**src/hdl/etig_pkg.sv**
```systemverilog
// Package for the extrusion triangle index generator.
// Holds the fixed field widths, the part codes and the register map.
// No dependencies.
package etig_pkg;

  localparam int RING_W  = 6;
  localparam int SPINE_W = 9;
  localparam int IDX_W   = 13;
  localparam int PART_W  = 2;
  localparam int ADDR_W  = 5;
  localparam int DATA_W  = 32;
  localparam int REG_W   = 3;

  typedef enum logic [PART_W-1:0] {
    PART_SIDE  = 2'd0,
    PART_BEGIN = 2'd1,
    PART_END   = 2'd2
  } part_t;

  typedef logic [REG_W-1:0] reg_idx_t;

  localparam reg_idx_t REG_RING_SIZE    = 3'd0;
  localparam reg_idx_t REG_SPINE_POINTS = 3'd1;
  localparam reg_idx_t REG_RING_CLOSED  = 3'd2;
  localparam reg_idx_t REG_SPINE_LOOP   = 3'd3;
  localparam reg_idx_t REG_BEGIN_CAP_ON = 3'd4;
  localparam reg_idx_t REG_END_CAP_ON   = 3'd5;

  localparam logic [RING_W-1:0]  RING_SIZE_RST    = 6'd32;
  localparam logic [SPINE_W-1:0] SPINE_POINTS_RST = 9'd2;

endpackage

```
**src/hdl/etig_req_if.sv**
```systemverilog
// Request channel of the triangle index generator: one restart flag per word.
// Depends on nothing.
interface etig_req_if;
  logic valid;
  logic ready;
  logic restart;

  modport source (output valid, output restart, input ready);
  modport sink (input valid, input restart, output ready);
endinterface

```
**src/hdl/etig_tri_if.sv**
```systemverilog
// Triangle channel of the triangle index generator: three vertex indices,
// the part code and the final-triangle mark per word. Depends on etig_pkg.
interface etig_tri_if;
  logic                        valid;
  logic                        ready;
  logic [etig_pkg::IDX_W-1:0]  corner_a;
  logic [etig_pkg::IDX_W-1:0]  corner_b;
  logic [etig_pkg::IDX_W-1:0]  corner_c;
  logic [etig_pkg::PART_W-1:0] part;
  logic                        last_triangle;

  modport source (output valid, output corner_a, output corner_b, output corner_c,
                  output part, output last_triangle, input ready);
  modport sink (input valid, input corner_a, input corner_b, input corner_c,
                input part, input last_triangle, output ready);
endinterface

```
**src/hdl/extrusion_triangle_index_generator.sv**
```systemverilog
// Top level of the extrusion triangle index generator.
// Depends on etig_pkg, etig_req_if and etig_tri_if.
//
// Each word taken on the request channel yields one triangle word on the
// triangle channel: side bands first, then the begin cap fan, then the end
// cap fan, with last_triangle set on the final triangle of the mesh. A word
// with restart set begins the mesh again; otherwise the next triangle follows,
// and the word after the final triangle wraps to the first one.
// The mesh shape is set through the APB port; the user must write it only while
// the block is idle, which the block itself does not enforce. pready is always
// high and reads return the register contents. The triangle is in the output
// register on the cycle after its request is taken. One request is taken every
// cycle unless the receiver stalls, as the whole index calculation (two small
// multiplies, adds and compares) sits between the position and output registers.
// When the receiver stalls, the output register holds its word and request
// ready stays high only while that word is being taken on the same edge.
// Reset empties the output register, restores the register defaults and
// returns the position to the first triangle.
module extrusion_triangle_index_generator #(
  parameter int MAX_RING  = 32,
  parameter int MAX_SPINE = 256
) (
  input  logic                          clk,
  input  logic                          rst,
  input  logic                          psel,
  input  logic                          penable,
  input  logic                          pwrite,
  input  logic [etig_pkg::ADDR_W-1:0]   paddr,
  input  logic [etig_pkg::DATA_W-1:0]   pwdata,
  output logic [etig_pkg::DATA_W-1:0]   prdata,
  output logic                          pready,
  etig_req_if.sink                      request,
  etig_tri_if.source                    triangle
);
  import etig_pkg::*;

  localparam int RW = $clog2(MAX_RING + 1);
  localparam int SW = $clog2(MAX_SPINE + 1);
  localparam int PW = RW + SW;

  typedef struct packed {
    part_t         phase;
    logic [SW-1:0] band;
    logic [RW-1:0] slot;
    logic          half;
  } pos_t;

  localparam pos_t POS_START = '{phase: PART_SIDE, band: '0, slot: '0, half: 1'b0};

  logic [RING_W-1:0]  ring_size;
  logic [SPINE_W-1:0] spine_points;
  logic               ring_closed;
  logic               spine_loop;
  logic               begin_cap_on;
  logic               end_cap_on;

  logic [RW-1:0] r_eff;
  logic [SW-1:0] s_eff;
  logic [SW-1:0] bands;
  logic [RW-1:0] quads;
  logic [RW-1:0] fan;

  pos_t pos;
  pos_t pos_next;
  pos_t cur;
  pos_t adv;

  logic [PW-1:0]    lo;
  logic [PW-1:0]    anchor;
  logic [RW-1:0]    inext;
  logic             hi_zero;
  logic [IDX_W-1:0] lo_idx;
  logic [IDX_W-1:0] hi_idx;
  logic [IDX_W-1:0] anc_idx;
  logic [IDX_W-1:0] a_next;
  logic [IDX_W-1:0] b_next;
  logic [IDX_W-1:0] c_next;
  logic             last_next;

  logic             out_valid;
  logic [IDX_W-1:0] corner_a;
  logic [IDX_W-1:0] corner_b;
  logic [IDX_W-1:0] corner_c;
  part_t            part;
  logic             last_triangle;

  logic     accept;
  logic     cfg_write;
  reg_idx_t reg_idx;

  // Moves a position forward until it names a triangle that exists.
  function automatic pos_t settle(pos_t p, logic [SW-1:0] nb, logic [RW-1:0] nq,
                                  logic [RW-1:0] nf, logic bc, logic ec);
    pos_t q;
    q = p;
    if (q.phase == PART_SIDE && q.band < nb && q.slot >= nq) begin
      q.band = q.band + 1'b1;
      q.slot = '0;
      q.half = 1'b0;
    end
    if (q.phase == PART_SIDE && q.band >= nb) begin
      q.phase = PART_BEGIN;
      q.slot  = '0;
      q.half  = 1'b0;
    end
    if (q.phase == PART_BEGIN && !(bc && q.slot < nf)) begin
      q.phase = PART_END;
      q.slot  = '0;
    end
    if (q.phase == PART_END && !(ec && q.slot < nf)) begin
      q = POS_START;
    end
    return q;
  endfunction

  assign pready    = 1'b1;
  assign cfg_write = psel && penable && pwrite;
  assign reg_idx   = paddr[ADDR_W-1:2];

  always_ff @(posedge clk) begin
    if (rst) begin
      ring_size    <= RING_SIZE_RST;
      spine_points <= SPINE_POINTS_RST;
      ring_closed  <= 1'b1;
      spine_loop   <= 1'b0;
      begin_cap_on <= 1'b1;
      end_cap_on   <= 1'b1;
    end else if (cfg_write) begin
      unique case (reg_idx)
        REG_RING_SIZE:    ring_size    <= pwdata[RING_W-1:0];
        REG_SPINE_POINTS: spine_points <= pwdata[SPINE_W-1:0];
        REG_RING_CLOSED:  ring_closed  <= pwdata[0];
        REG_SPINE_LOOP:   spine_loop   <= pwdata[0];
        REG_BEGIN_CAP_ON: begin_cap_on <= pwdata[0];
        REG_END_CAP_ON:   end_cap_on   <= pwdata[0];
        default: ;
      endcase
    end
  end

  always_comb begin
    unique case (reg_idx)
      REG_RING_SIZE:    prdata = DATA_W'(ring_size);
      REG_SPINE_POINTS: prdata = DATA_W'(spine_points);
      REG_RING_CLOSED:  prdata = DATA_W'(ring_closed);
      REG_SPINE_LOOP:   prdata = DATA_W'(spine_loop);
      REG_BEGIN_CAP_ON: prdata = DATA_W'(begin_cap_on);
      REG_END_CAP_ON:   prdata = DATA_W'(end_cap_on);
      default:          prdata = '0;
    endcase
  end

  always_comb begin
    if (ring_size < RING_W'(3)) begin
      r_eff = RW'(3);
    end else if (32'(ring_size) > MAX_RING) begin
      r_eff = RW'(MAX_RING);
    end else begin
      r_eff = RW'(ring_size);
    end
    if (spine_points < SPINE_W'(2)) begin
      s_eff = SW'(2);
    end else if (32'(spine_points) > MAX_SPINE) begin
      s_eff = SW'(MAX_SPINE);
    end else begin
      s_eff = SW'(spine_points);
    end
  end

  assign bands = spine_loop ? s_eff : s_eff - 1'b1;
  assign quads = ring_closed ? r_eff : r_eff - 1'b1;
  assign fan   = r_eff - RW'(2);

  assign cur = settle(request.restart ? POS_START : pos, bands, quads, fan,
                      begin_cap_on, end_cap_on);

  assign lo      = PW'(cur.band) * PW'(r_eff);
  assign anchor  = PW'(s_eff - 1'b1) * PW'(r_eff);
  assign hi_zero = (SW + 1)'(cur.band) + 1'b1 >= (SW + 1)'(s_eff);
  assign inext   = (cur.slot + 1'b1 >= r_eff) ? '0 : cur.slot + 1'b1;
  assign lo_idx  = IDX_W'(lo);
  assign hi_idx  = hi_zero ? '0 : lo_idx + IDX_W'(r_eff);
  assign anc_idx = IDX_W'(anchor);

  always_comb begin
    adv = cur;
    unique case (cur.phase)
      PART_SIDE: begin
        a_next    = lo_idx + IDX_W'(cur.slot);
        b_next    = cur.half ? hi_idx + IDX_W'(inext) : lo_idx + IDX_W'(inext);
        c_next    = cur.half ? hi_idx + IDX_W'(cur.slot) : hi_idx + IDX_W'(inext);
        last_next = cur.band == bands - 1'b1 && cur.slot == quads - 1'b1 &&
                    cur.half && !begin_cap_on && !end_cap_on;
        adv.half  = !cur.half;
        if (cur.half) begin
          adv.slot = cur.slot + 1'b1;
        end
      end
      PART_BEGIN: begin
        a_next    = '0;
        b_next    = IDX_W'(r_eff - RW'(1) - cur.slot);
        c_next    = IDX_W'(r_eff - RW'(2) - cur.slot);
        last_next = cur.slot == r_eff - RW'(3) && !end_cap_on;
        adv.slot  = cur.slot + 1'b1;
      end
      default: begin
        a_next    = anc_idx;
        b_next    = anc_idx + IDX_W'(cur.slot) + IDX_W'(1);
        c_next    = anc_idx + IDX_W'(cur.slot) + IDX_W'(2);
        last_next = cur.slot == r_eff - RW'(3);
        adv.slot  = cur.slot + 1'b1;
      end
    endcase
  end

  assign pos_next = settle(adv, bands, quads, fan, begin_cap_on, end_cap_on);

  assign request.ready = !out_valid || triangle.ready;
  assign accept        = request.valid && request.ready;

  always_ff @(posedge clk) begin
    if (rst) begin
      pos       <= POS_START;
      out_valid <= 1'b0;
    end else begin
      if (accept) begin
        pos       <= pos_next;
        out_valid <= 1'b1;
      end else if (triangle.ready) begin
        out_valid <= 1'b0;
      end
    end
  end

  always_ff @(posedge clk) begin
    if (accept) begin
      corner_a      <= a_next;
      corner_b      <= b_next;
      corner_c      <= c_next;
      part          <= cur.phase;
      last_triangle <= last_next;
    end
  end

  assign triangle.valid         = out_valid;
  assign triangle.corner_a      = corner_a;
  assign triangle.corner_b      = corner_b;
  assign triangle.corner_c      = corner_c;
  assign triangle.part          = part;
  assign triangle.last_triangle = last_triangle;

endmodule

```
**src/flat_wrapper.sv**
```systemverilog
// flat-port wrapper written by rule: the top's interface ports become plain ports
module extrusion_triangle_index_generator_flat import etig_pkg::*;
#(
  parameter int MAX_RING  = 32,
  parameter int MAX_SPINE = 256
)
  (clk, rst, psel, penable, pwrite, paddr, pwdata, prdata, pready, request_valid, request_restart, request_ready, triangle_valid, triangle_corner_a, triangle_corner_b, triangle_corner_c, triangle_part, triangle_last_triangle, triangle_ready);
  etig_req_if request_i ();
  etig_tri_if triangle_i ();
  input  logic clk;
  input  logic rst;
  input  logic psel;
  input  logic penable;
  input  logic pwrite;
  input  logic [etig_pkg::ADDR_W-1:0] paddr;
  input  logic [etig_pkg::DATA_W-1:0] pwdata;
  output logic [etig_pkg::DATA_W-1:0] prdata;
  output logic pready;
  input wire logic [$bits(request_i.valid)-1:0] request_valid;
  input wire logic [$bits(request_i.restart)-1:0] request_restart;
  output wire logic [$bits(request_i.ready)-1:0] request_ready;
  output wire logic [$bits(triangle_i.valid)-1:0] triangle_valid;
  output wire logic [$bits(triangle_i.corner_a)-1:0] triangle_corner_a;
  output wire logic [$bits(triangle_i.corner_b)-1:0] triangle_corner_b;
  output wire logic [$bits(triangle_i.corner_c)-1:0] triangle_corner_c;
  output wire logic [$bits(triangle_i.part)-1:0] triangle_part;
  output wire logic [$bits(triangle_i.last_triangle)-1:0] triangle_last_triangle;
  input wire logic [$bits(triangle_i.ready)-1:0] triangle_ready;
  assign request_i.valid = request_valid;
  assign request_i.restart = request_restart;
  assign request_ready = request_i.ready;
  assign triangle_valid = triangle_i.valid;
  assign triangle_corner_a = triangle_i.corner_a;
  assign triangle_corner_b = triangle_i.corner_b;
  assign triangle_corner_c = triangle_i.corner_c;
  assign triangle_part = triangle_i.part;
  assign triangle_last_triangle = triangle_i.last_triangle;
  assign triangle_i.ready = triangle_ready;
  extrusion_triangle_index_generator #(.MAX_RING(MAX_RING), .MAX_SPINE(MAX_SPINE)) u_core (.clk(clk), .rst(rst), .psel(psel), .penable(penable), .pwrite(pwrite), .paddr(paddr), .pwdata(pwdata), .prdata(prdata), .pready(pready), .request(request_i), .triangle(triangle_i));
endmodule
```
**config.mk**
```make
export PLATFORM = sky130hd
export DESIGN_NAME = extrusion_triangle_index_generator_flat
export DESIGN_NICKNAME = d
export VERILOG_FILES = /design/src/hdl/etig_pkg.sv /design/src/hdl/etig_req_if.sv /design/src/hdl/etig_tri_if.sv /design/src/hdl/extrusion_triangle_index_generator.sv /design/src/flat_wrapper.sv
export SDC_FILE = /design/constraint.sdc
export NUM_CORES = 1
export LEC_CHECK = 0
export BUFFER_PORTS_ARGS = -buffer_cell sky130_fd_sc_hd__buf_2
export CORE_MARGIN = 8
export CORE_UTILIZATION = 29
export CTS_CLUSTER_DIAMETER = 30
export DETAILED_ROUTE_END_ITERATION = 8
export GPL_TIMING_DRIVEN = 0
export PLACE_DENSITY_LB_ADDON = 0.12
export SLEW_MARGIN = 5
export SYNTH_ARGS = -nofsm -noshare
export SYNTH_HDL_FRONTEND = slang
export SYNTH_SLANG_ARGS = --single-unit
```
**constraint.sdc**
```tcl
create_clock -name clk -period 25.2 [get_ports clk]
set_input_delay 5.04 -clock clk [delete_from_list [all_inputs] [get_ports clk]]
set_output_delay 5.04 -clock clk [all_outputs]
set_load 0.01 [all_outputs]
```
# Yosys cells after proc, flatten, opt, wreduce, memory -nomap -nowiden
# Index checks and enable logic that the tools add are counted.
# op_classes
n_reduce_logical	41
mux	33
order_cmp	16
n_addsub	23
n_eq_ne	13
multipliers	2
# op_table
cell	n
13-bit by 6-bit adder with 13-bit output	6
13-bit one-hot mux with 2 select lines	3
18-bit 2-to-1 mux	3
9-bit one-hot mux with 6 select lines	1
6-bit 2-to-1 mux	8
13-bit 2-to-1 mux	3
16-bit 2-to-1 mux	2
9-bit 2-to-1 mux	3
13-bit by 6-bit subtractor with 13-bit output	2
6-bit < comparator	4
1-bit logical AND	22
9-bit by 1-bit adder with 9-bit output, second input constant	2
6-bit greater-or-equal comparator	3
9-bit greater-or-equal comparator	2
9-bit < comparator	2
9-bit by 1-bit subtractor with 9-bit output, second input constant	2
15-bit by 6-bit multiplier with 13-bit output	1
7-bit 2-to-1 mux	2
13-bit by 1-bit adder with 13-bit output, second input constant	1
13-bit by 2-bit adder with 13-bit output, second input constant	1
9-bit by 6-bit multiplier with 13-bit output	1
6-bit equality test	2
2-bit AND reduction	6
6-bit by 1-bit subtractor with 6-bit output, second input constant	2
25 further kinds	44
# totals
output_inout_bits	77
register_bits	80
elab_cells	144

# Logic depth before layout (Yosys ltp)
# depth
word_depth	41
ltp_mapped	105

# Worst setup path before layout
# OpenSTA, ideal clock, no wires.
# synth_path
kind	input-to-reg
startpoint	input request_restart
endpoint	register u_core.pos[11] in the netlist's numbering
setup_time_ns	0.212
slack_ns	4.416
arrival_ns	20.572
n_path_buf	6
stages	91
required_time_ns	24.988
path_cell_list	clkbuf_1 clkbuf_1 nor2b_1 ha_1 nand2_1 a2111oi_0 and2_1 a21boi_2 clkbuf_1 nand3_1 xor2_1 inv_1 ha_1 a21oi_1 o21ai_0 o21bai_1 o21ai_0 o211ai_1 [... 55 more ...] ha_1 nand4_1 o2111ai_1 a31oi_1 and2_1 a211oi_2 nor2_1 ha_1 a21oi_1 nor2b_1 o21ai_0 nand3b_1 nor2_1 a2111o_1 o31ai_1 a21o_1 buf_2 a211oi_1
# synth_via
elab_chain_cells	37
elab_cells_between_ends	52
classes_between	3 x add/sub; 10 x order compare; 4 x eq/ne; 15 x mux; 20 x reduce/logical
# synth_lines
element	line_no	text
start: declaration	flat_wrapper.sv:20	input wire logic [$bits(request_i.restart)-1:0] request_restart;
18-bit 2-to-1 mux (*)	extrusion_triangle_index_generator.sv:174	assign cur = settle(request.restart ? POS_START : pos, bands, quads, fan,
9-bit < comparator or 2-bit logical NOT (tied branches)	extrusion_triangle_index_generator.sv:96, extrusion_triangle_index_generator.sv:101	
1-bit logical AND (2 in a row)	extrusion_triangle_index_generator.sv:96	if (q.phase == PART_SIDE && q.band < nb && q.slot >= nq) begin
16-bit 2-to-1 mux	extrusion_triangle_index_generator.sv:96	
9-bit greater-or-equal comparator	extrusion_triangle_index_generator.sv:101	if (q.phase == PART_SIDE && q.band >= nb) begin
1-bit logical AND	extrusion_triangle_index_generator.sv:101	
7-bit 2-to-1 mux	extrusion_triangle_index_generator.sv:101	
6-bit < comparator	extrusion_triangle_index_generator.sv:106	if (q.phase == PART_BEGIN && !(bc && q.slot < nf)) begin
[... 20 more ...]	n/a	
1-bit logical NOT	extrusion_triangle_index_generator.sv:106	
1-bit logical AND	extrusion_triangle_index_generator.sv:106	
6-bit 2-to-1 mux	extrusion_triangle_index_generator.sv:106	
6-bit < comparator	extrusion_triangle_index_generator.sv:110	if (q.phase == PART_END && !(ec && q.slot < nf)) begin
1-bit logical AND	extrusion_triangle_index_generator.sv:110	
1-bit logical NOT	extrusion_triangle_index_generator.sv:110	
1-bit logical AND	extrusion_triangle_index_generator.sv:110	
18-bit 2-to-1 mux (*)	extrusion_triangle_index_generator.sv:110	
end signal: assignment	extrusion_triangle_index_generator.sv:227	pos <= pos_next;
end: declaration	extrusion_triangle_index_generator.sv:63	pos_t pos;
# Mark *: on every way between the ends. The rest lies on a longest branch, timed or not.
# A chain may end at the register's enable or synchronous reset.

# Worst setup path in the final report
# layout_path
startpoint	input request_restart
endpoint	register u_core.pos[14] in the netlist's numbering
# Same word-level chain as after synthesis.

==> flow_summary.toml <==
[outcome]
run_status = "finished, final reports clean"

[drt]
route.met2.wl_um = 24450
drt_wl_total_um = 52630
dr.pass1.iters = 5
dr_wl_met3_um = 2296
via_per_inst = 5.151
antenna_left = 0
wl_per_cell_um = 20.84
remaining_drc_errors = 0
highest_layer = "met4"
first_iter_violations = 891
wirelength_met1_um = 24750
via_count = 13010

[clocking]
clkLatencyLatePin_ns = 0.39
cts_tree = "done"
htree_levels = 3
cts.sinks = 80
root_buffer = "clkbuf_16"
numCtsBuffers = 9
clockBufferDepth = 2
ctsHoldBuffers = 0
clkTransAtPathRegs_ns = 0.07

[logic_synthesis]
synthFlopType = "edfxtp_1"
synth-edff-count = 42
synth_area_leader_cell = "ha_1"
netlist_instances = 1783
yosysWarnings = 0
synth.area.top_cells = "ha_1 15%, fa_1 9.7%, edfxtp_1 8.9%, xnor2_1 6.3%, dfxtp_1 5.4%"
syn_area_um2 = 14210
synth_cell_type_count = 97
synth_top_area_share_pct = 14.88
avgSynthCellArea_um2 = 7.972
ys_ff_latch = 80
ys_seq_area_share_pct = 14.22
async_flop_share_pct = 0

[global_routing]
track_usage_pct = 18.64
antenna_found_initial = 2
grt_max_degree = 38
grt_pass1_vias = 13100
grt_pass1_wl_um = 80430
grt_overflow_total = 0

[worst_hold_path]
min-delay-start = "u_core.pos[8]"
worstHoldPathType = "reg -> reg"

[critical_path]
crit_buf_inv = 12
critPathRequiredTime_ns = 25.44
r2r-start = "u_core.ring_size[4]"
startpoint = "request_restart"
critPathLaunchType = "input port"
worstPathArrival_ns = 24.06
cpMaxStageDelayCell = "a2111oi_2"
critical_path.top_delay_family = "compound AO/OA/AOI/OAI gates"
cpPeakStageDelay_ns = 0.54
critPathKind = "in -> reg"
critPathCaptureType = "flop"
cp_max_fo = 10

[pwr]
combinationalPowerShare_pct = 38.6
p_per_area_nw_per_um2 = 30.48
clock_power_share_pct = 30.0
ir_drop_uv = 27.29
sw_frac_of_total_pct = 38.23
p_leak_nw = 7.401
seqPwrFrac_pct = 31.4
intPower_w = 0.0003001
switching_power_w = 0.0001858

[timing]
hold_viol_final = 0
tightest_slew_ns = 1.458
fin_crit_ns = 23.82
relSlewSlack_pct = 2.052
setup-violations-final = 0
min_period_over_period_pct = 94.51
fmax_ghz = 0.04199
hold_ws_ns = 0.4883
fin_worst_skew_ns = 0.009953
final_max_slew_viol_count = 0

[layout]
num_antenna_cells = 0
final_cell_mix = "178 x nor2_1, 177 x nand2_1, 169 x ha_1, 147 x inv_1, 100 x xnor2_1"
final_common_cell = "nor2_1"
drive_gt1_share_pct = 9.932
n_fill_cell = 5274
final_util_pct = 32.77
nNetsFinal = 2181
syn_to_final_growth_pct = 12.15

[die]
initial_core_util_pct = 29.22
die_y_um = 237.4
row_count = 81
pin_count = 122
fp.dieArea_um2 = 56360
core-area_um2 = 48650
die_x_um = 237.4

[place]
hpwl_um = 43440
port_buffers = 70
place.gp.congestion = 0.8944

[job]
cap_violations = 0
## kinds of logic (layout without fill, tap and decap cells)
logic type               Yosys count  in the layout  synth area share (%)
AO/OA/AOI/OAI                    382            382                 18.83
multiplexers                      40             40                 2.887
AND/OR/NAND/NOR                  620            620                 21.12
other                              2             30               0.05283
adder cells (fa/ha/maj)          238            238                 24.59
flip-flops                        80             80                 14.22
XOR/XNOR                         176            176                 10.95
buffers and inverters            245            337                 7.341
## power groups by stage
stage               sequential [W]  clock [W]  combinational [W]
floorplan                 0.000159          0           0.000116
global placement          0.000156          0           0.000180
detailed placement        0.000156          0           0.000182
CTS                       0.000153   0.000153           0.000183
global route              0.000154   0.000155           0.000203
finish                    0.000153   0.000146           0.000188
## state kept, by name (all words and copies together), names as in the netlist
name / count
u_core.triangle.corner_a: 13
u_core.triangle.corner_c: 13
u_core.pos: 18
u_core.spine_loop: 1
u_core.triangle.corner_b: 13
u_core.ring_closed: 1
u_core.begin_cap_on: 1
u_core.spine_points: 9
u_core.ring_size: 6
u_core.end_cap_on: 1
u_core.triangle.last_triangle: 1
u_core.triangle.valid: 1
u_core.triangle.part: 2
## cells in the mapped netlist (32+ instances only)
cell type	n
a21oi_1	89
inv_1	148
nor2_1	178
nand2_1	178
nor2b_1	41
xor2_1	73
mux2i_1	32
o21ai_0	57
and2_1	32
fa_1	69
ha_1	169
a21o_1	55
xnor2_1	102
dfxtp_1	38
edfxtp_1	42
nand3_1	34
nand2b_1	38
clkbuf_1	48
## worst paths after layout
check	endpoint	depth (start not counted)	slack, ns
hold reg to reg	u_core.pos[8]	2	0.49
setup / recovery	u_core.pos[14]	92	1.38
hold / removal	u_core.pos[8]	2	0.49
setup reg to reg	u_core.pos[14]	96	3.05
## metal layers
metal / vias to the layer above / track usage (%)
li1: 6377 / -
met1: 6276 / 24.86
met2: 304 / 31.12
met3: 50 / 2.501
met4: 0 / 5.523
met5: - / 0
## worst register-to-register path, delay by kind of cell, from the launching register on
kind / cells / cell delay, ns
adders and majority gates: 10 / 2.98
and+or+nand+nor: 33 / 5.78
DFF: 1 / 0.43
AOI/OAI and AO/OA: 40 / 9.64
xor gates and xnor gates: 2 / 0.68
buffers and inverters: 11 / 2.49
## layout make-up
cell class / instances / area (um2) / area share, %
plain buffers: 88 / 459.2 / 2.880
clock buffers: 10 / 229.0 / 1.436
clock inverters: 6 / 83.83 / 0.5259
inverters: 157 / 593.1 / 3.720
multi-input cells: 1486 / 11360 / 71.23
flip-flops and latches: 80 / 2022 / 12.68
well taps: 622 / 778.2 / 4.882
repair buffers: 76 / 420.4 / 2.637
## metrics by stage
| stage | instances | cell area, um2 | TNS (ns) | worst slack [ns] | power, W |
|---|---|---|---|---|---|
| detailed placement | 2504 | 15470 | -19.67 | -1.175 | 0.0003375 |
| global placement | 2503 | 15450 | -19.18 | -1.205 | 0.0003359 |
| global route | 2525 | 15940 | -0.06595 | -0.01738 | 0.0005120 |
| floorplan | 1811 | 14320 | 0 | 4.416 | 0.0002757 |
| finish | 2525 | 15940 | 0 | 1.383 | 0.0004859 |
| CTS | 2520 | 15800 | 0 | 0.1410 | 0.0004891 |
## timing repair
item | 4_1_cts | 5_1_grt
cloned | 0 | 0
endpoints found under the setup margin | 17 | 17
setup buffers | 0 | 5
gates resized for setup | 6 | 17
pin swaps | 0 | 2
Note: power is estimated with default switching activity, not from simulation.
